### src/hw/rtl/ctsw_pkg.sv
// Shared widths, constants, types and the seed table for the texel solid-angle weight block.
`default_nettype none

package ctsw_pkg;

	// Field and register widths.
	localparam int COORD_W    = 12;
	localparam int VALUE_W    = 32;
	localparam int FACE_W     = 13;
	localparam int STEP_W     = 32;
	localparam int CFG_IDX_W  = 2;
	localparam int CFG_DATA_W = 32;

	// Largest face edge that the coordinate check honours.
	localparam int MAX_FACE_SIZE = 4096;

	// Coordinate product (2*idx+1)*step and the square of the step.
	localparam int PROD_W    = COORD_W + 1 + STEP_W;
	localparam int STEP_SQ_W = 2 * STEP_W;

	// Reciprocal square root estimate in Q.30, with one bit of headroom.
	localparam int Y_W    = 31;
	localparam int SEED_W = 30;

	// Seed table geometry: indexed by the top six bits of the normalised argument.
	localparam int SEED_DEPTH       = 64;
	localparam int SEED_IDX_W       = 6;
	localparam int SEED_SEARCH_BITS = 32;
	localparam int SEED_NUM_SHIFT   = 59;
	localparam int SEED_SCALE_SHIFT = 3;

	// Register indexes on the configuration port.
	localparam logic [CFG_IDX_W-1:0] REG_FACE_SIZE  = 2'd0;
	localparam logic [CFG_IDX_W-1:0] REG_TEXEL_STEP = 2'd1;

	// Register values after reset.
	localparam logic [FACE_W-1:0]    FACE_SIZE_RST  = 13'd64;
	localparam logic [STEP_W-1:0]    TEXEL_STEP_RST = 32'd33554432;
	localparam logic [STEP_SQ_W-1:0] STEP_SQ_RST    = 64'd1 << 50;

	// 3.0 in Q.30.
	localparam logic [31:0] THREE_Q30 = 32'hC000_0000;

	// Configuration as seen by the datapath.
	typedef struct packed {
		logic [FACE_W-1:0]    face_size;
		logic [STEP_W-1:0]    step;
		logic [STEP_SQ_W-1:0] step_sq;
	} cfg_t;

	// One texel in flight between the front end, the Newton steps and the scaler.
	typedef struct packed {
		logic [Y_W-1:0]     y;
		logic [31:0]        f;
		logic               e;
		logic               err;
		logic               neg;
		logic [VALUE_W-1:0] mag;
	} item_t;

	typedef logic [SEED_DEPTH-1:0][SEED_W-1:0] seed_rom_t;

	// Builds the seed table once at elaboration: entry k holds
	// isqrt(floor(2^59 / (2k+1))) << 3, found as the largest root whose square
	// times (2k+1) does not pass 2^59.
	function automatic seed_rom_t build_seed_rom();
		seed_rom_t    rom;
		logic [127:0] root;
		logic [127:0] cand;
		logic [127:0] odd;
		rom = '0;
		for (int k = 0; k < SEED_DEPTH; k++) begin
			odd  = 128'(2 * k + 1);
			root = '0;
			for (int b = SEED_SEARCH_BITS - 1; b >= 0; b--) begin
				cand = root | (128'(1) << b);
				if (cand * cand * odd <= (128'(1) << SEED_NUM_SHIFT)) begin
					root = cand;
				end
			end
			rom[k] = SEED_W'(root << SEED_SCALE_SHIFT);
		end
		return rom;
	endfunction

	localparam seed_rom_t SEED_ROM = build_seed_rom();

endpackage

`default_nettype wire

### src/hw/rtl/ctsw_cfg.sv
// Configuration registers and the registered square of the texel step.
`default_nettype none

module ctsw_cfg
	import ctsw_pkg::*;
(
	input  logic                  clk,
	input  logic                  arst_n,
	input  logic                  cfg_wr_en,
	input  logic [CFG_IDX_W-1:0]  cfg_index,
	input  logic [CFG_DATA_W-1:0] cfg_wdata,
	output cfg_t                  cfg
);

	logic [FACE_W-1:0]    face_size_q;
	logic [STEP_W-1:0]    step_q;
	logic [STEP_SQ_W-1:0] step_sq_q;

	// Register writes; an index beyond the list is ignored.
	always_ff @(posedge clk or negedge arst_n) begin
		if (!arst_n) begin
			face_size_q <= FACE_SIZE_RST;
			step_q      <= TEXEL_STEP_RST;
		end else if (cfg_wr_en) begin
			case (cfg_index)
				REG_FACE_SIZE:  face_size_q <= cfg_wdata[FACE_W-1:0];
				REG_TEXEL_STEP: step_q      <= cfg_wdata[STEP_W-1:0];
				default: ;
			endcase
		end
	end

	// The step squared is registered from the step register and follows it in the next cycle.
	always_ff @(posedge clk or negedge arst_n) begin
		if (!arst_n) begin
			step_sq_q <= STEP_SQ_RST;
		end else begin
			step_sq_q <= STEP_SQ_W'(step_q) * STEP_SQ_W'(step_q);
		end
	end

	assign cfg.face_size = face_size_q;
	assign cfg.step      = step_q;
	assign cfg.step_sq   = step_sq_q;

endmodule

`default_nettype wire

### config.mk
export PLATFORM = sky130hd
export DESIGN_NAME = ctsw_cfg
export DESIGN_NICKNAME = d
export VERILOG_FILES = /design/src/hw/rtl/ctsw_pkg.sv /design/src/hw/rtl/ctsw_cfg.sv
export SDC_FILE = /design/constraint.sdc
export NUM_CORES = 2
export LEC_CHECK = 0
export BUFFER_PORTS_ARGS = -buffer_cell sky130_fd_sc_hd__clkbuf_2
export CAP_MARGIN = 20
export CORE_MARGIN = 5
export CORE_UTILIZATION = 60
export DETAILED_ROUTE_END_ITERATION = 8
export MAX_ROUTING_LAYER = met4
export PLACE_DENSITY_LB_ADDON = 0.2
export SLEW_MARGIN = 0
export SYNTH_ARGS = -nofsm -noshare
export SYNTH_HDL_FRONTEND = slang
export SYNTH_SLANG_ARGS = --single-unit
### constraint.sdc
create_clock -name clk -period 10.29 [get_ports clk]
set_input_delay 0.5145 -clock clk [delete_from_list [all_inputs] [get_ports clk]]
set_output_delay 0.5145 -clock clk [all_outputs]
set_load 0.02 [all_outputs]
==> qor.txt <==
worst hold path type -> in2async
Row Count -> 86
Starting Density -> 0.603
WL per Instance -> 21.4 µm
total CTS buffers -> 9
Avg Vias per Cell -> 5.54
status -> finished clean
DP Wirelength -> 73700 µm
Avg Inst Size Synth -> 9.81 µm²
largest net degree at the start of global routing -> 61
Worst Path Arrival -> 9.10 ns
IO Port Bufs -> 144
Hold Slack -> 0.163 ns
ys flop type -> dfrtp_1
Congestion Overflow GR -> 0
Synth top area share -> 0.479
Fin. Hold Viols -> 0
commonest cells after routing, fill and taps aside -> 969 x inv_1, 792 x fa_1, 299 x ha_1, 290 x nand2_1, 243 x and2_1
type of the worst setup path -> reg2reg
mapped cell area -> 33100 µm²
Area Overhead vs Synth -> 4.81%
I/O pin cnt -> 146
Syn Nets -> 4502
Post-Synthesis Cells -> 3374
Synthesis Warnings -> 0
Area contributors post-synth -> fa_1 48%, ha_1 11%, inv_1 11%
global-route wire length before repair -> 142000 µm
vias in the first global route -> 26300
Final Max Tran Viols -> 0
Slew headroom -> 0.269
crit path max fanout -> 16
clk root buf -> clkbuf_16
EDFF count, synth -> 0
routability cong. -> 0.976
Vias -> 22900
TritonCTS sink count -> 108
Iter 0 DRT Violations -> 1321
post-route DRC violation count -> 0
NumNets Final -> 4555
die height -> 245 µm
Fin Setup TNS -> 0 ns
antenna violations before repair -> 2
kind of end point of the critical path -> register
# setup viols final -> 0
final wirelength -> 88500 µm
cts repair resizes -> 0
Die Wd -> 245 µm
sequential element share of the synthesized area -> 0.0818
H-tree depth -> 3
CTS tree -> built
FFs w/ async S/R, synth -> 1.00
worst-margin pin slew -> 1.10 ns
Yosys top cell by area -> fa_1
Core Area -> 54900 µm²
Tot GR Track Use -> 0.316
Die ar. -> 60000 µm²
number of distinct library cells after synthesis -> 83
commonest non-fill, non-tap cell in the layout -> inv_1
Core Util, Final -> 0.632
deepest clock path buffer count -> 2
antenna-violating nets left -> 0
post-CTS setup buffers -> 0
Clock Skew -> 0.0140 ns
Post-Layout Cell Count -> 4138
Startpoint Class -> register
Final Cycle Share -> 0.853
worst skew pair latency -> 0.40 ns
Max-cap violations -> 0
Yosys reg bits -> 108
Final Critical Period -> 8.78 ns
Post-Place Cells -> 4120
f_max -> 0.114 GHz
share of cells above drive strength 1 -> 0.0886
DR pass1 iterations -> 6
Worst Path Required -> 10.60 ns
Clock transition at path regs -> 0.09 ns
RSZ-0062 raised after global routing -> false
hold-fix buffers at CTS -> 0
==> path summary, 6_finish.rpt <==
check / slack, ns / cells past startpoint / startpoint / to
setup / recovery: 1.51 / 23 / step_q[9]$_DFFE_PN0P_ / step_sq_q[47]$_DFF_PN0_
hold / removal: 0.16 / 1 / arst_n / step_sq_q[9]$_DFF_PN0_
setup reg to reg: 1.51 / 23 / step_q[9]$_DFFE_PN0P_ / step_sq_q[47]$_DFF_PN0_
hold reg to reg: 0.51 / 1 / step_q[4]$_DFFE_PN0P_ / step_q[4]$_DFFE_PN0P_
max in group asynchronous: 8.77 / 2 / arst_n / step_q[12]$_DFFE_PN0P_
min in group clk: 0.34 / 2 / cfg_wdata[15] / step_q[15]$_DFFE_PN0P_
==> logic make-up (layout without fill, tap and decap cells) <==
kind of cell    Yosys count  in the layout  synth area share
simple gates            674            674             0.103
other cells               1              3          0.000113
flops                   108            108            0.0818
fa+ha+maj              1091           1091             0.592
buf+inv                1105           1163             0.128
xor+xnor                101            101            0.0267
mux                      49             49            0.0166
compound gates          245            245            0.0524
==> final cells by class <==
| type | count | area (µm²) |
|---|---|---|
| Sequential cell | 108 | 2710 |
| Inverter | 969 | 3640 |
| Clock inverter | 6 | 56.3 |
| Clock buffer | 10 | 239 |
| Timing Repair Buffer | 178 | 991 |
| Fill cell | 4597 | 20200 |
| Antenna cell | 2 | 5.00 |
| Multi-Input combinational cell | 2161 | 26200 |
| Tap cell | 704 | 881 |
==> metrics by stage <==
| step | setup slack (ns) | cell area, µm² |
|---|---|---|
| 4_1_cts | 1.64 | 34700 |
| 2_1_floorplan | 2.70 | 33100 |
| 3_3_place_gp | 1.74 | 34400 |
| 6_report | 1.51 | 34700 |
| 5_1_grt | 1.26 | 34700 |
| 3_5_place_dp | 1.67 | 34400 |
==> metal layers <==
metal	global-route usage	up-vias	wire, µm
met5	-	-	0
met4	0.144	0	4700
met3	0.0431	207	5240
met2	0.543	765	45900
met1	0.374	12000	32700
li1	-	9978	-
==> state kept, by name, indices dropped and copies added (netlist names) <==
signal and count:
step_sq_q 63, step_q 32, face_size_q 13
==> synth_stat cells, types with 36 or more instances <==
library cell and number:
xnor2_1 53, clkbuf_1 123, ha_1 299, a21oi_1 66, a21o_1 36, xor2_1 48
dfrtp_1 105, and2_1 243, inv_1 969, mux2_2 46, fa_1 792, nand2_1 290
nor2_1 51
==> worst max-delay path, cell delays in order, from the launching register on <==
cell	delay (ns)
dfrtp_1	0.94
buf_4	0.37
inv_1	0.19
nor2_1	0.35
fa_1	0.50
fa_1	0.56
inv_1	0.06
fa_1	0.50
fa_1	0.52
inv_1	0.06
fa_1	0.56
fa_1	0.43
fa_1	0.51
fa_1	0.42
ha_1	0.42
nand2_1	0.11
o21ai_0	0.30
nor3_1	0.11
a22oi_2	0.38
a21boi_0	0.31
o31ai_1	0.58
a31o_2	0.25
a21oi_1	0.07
xnor2_1	0.19
Power is left out: the tool's default activity adds up to more than one toggle a clock period on the data nets, which glitch-free logic cannot reach.
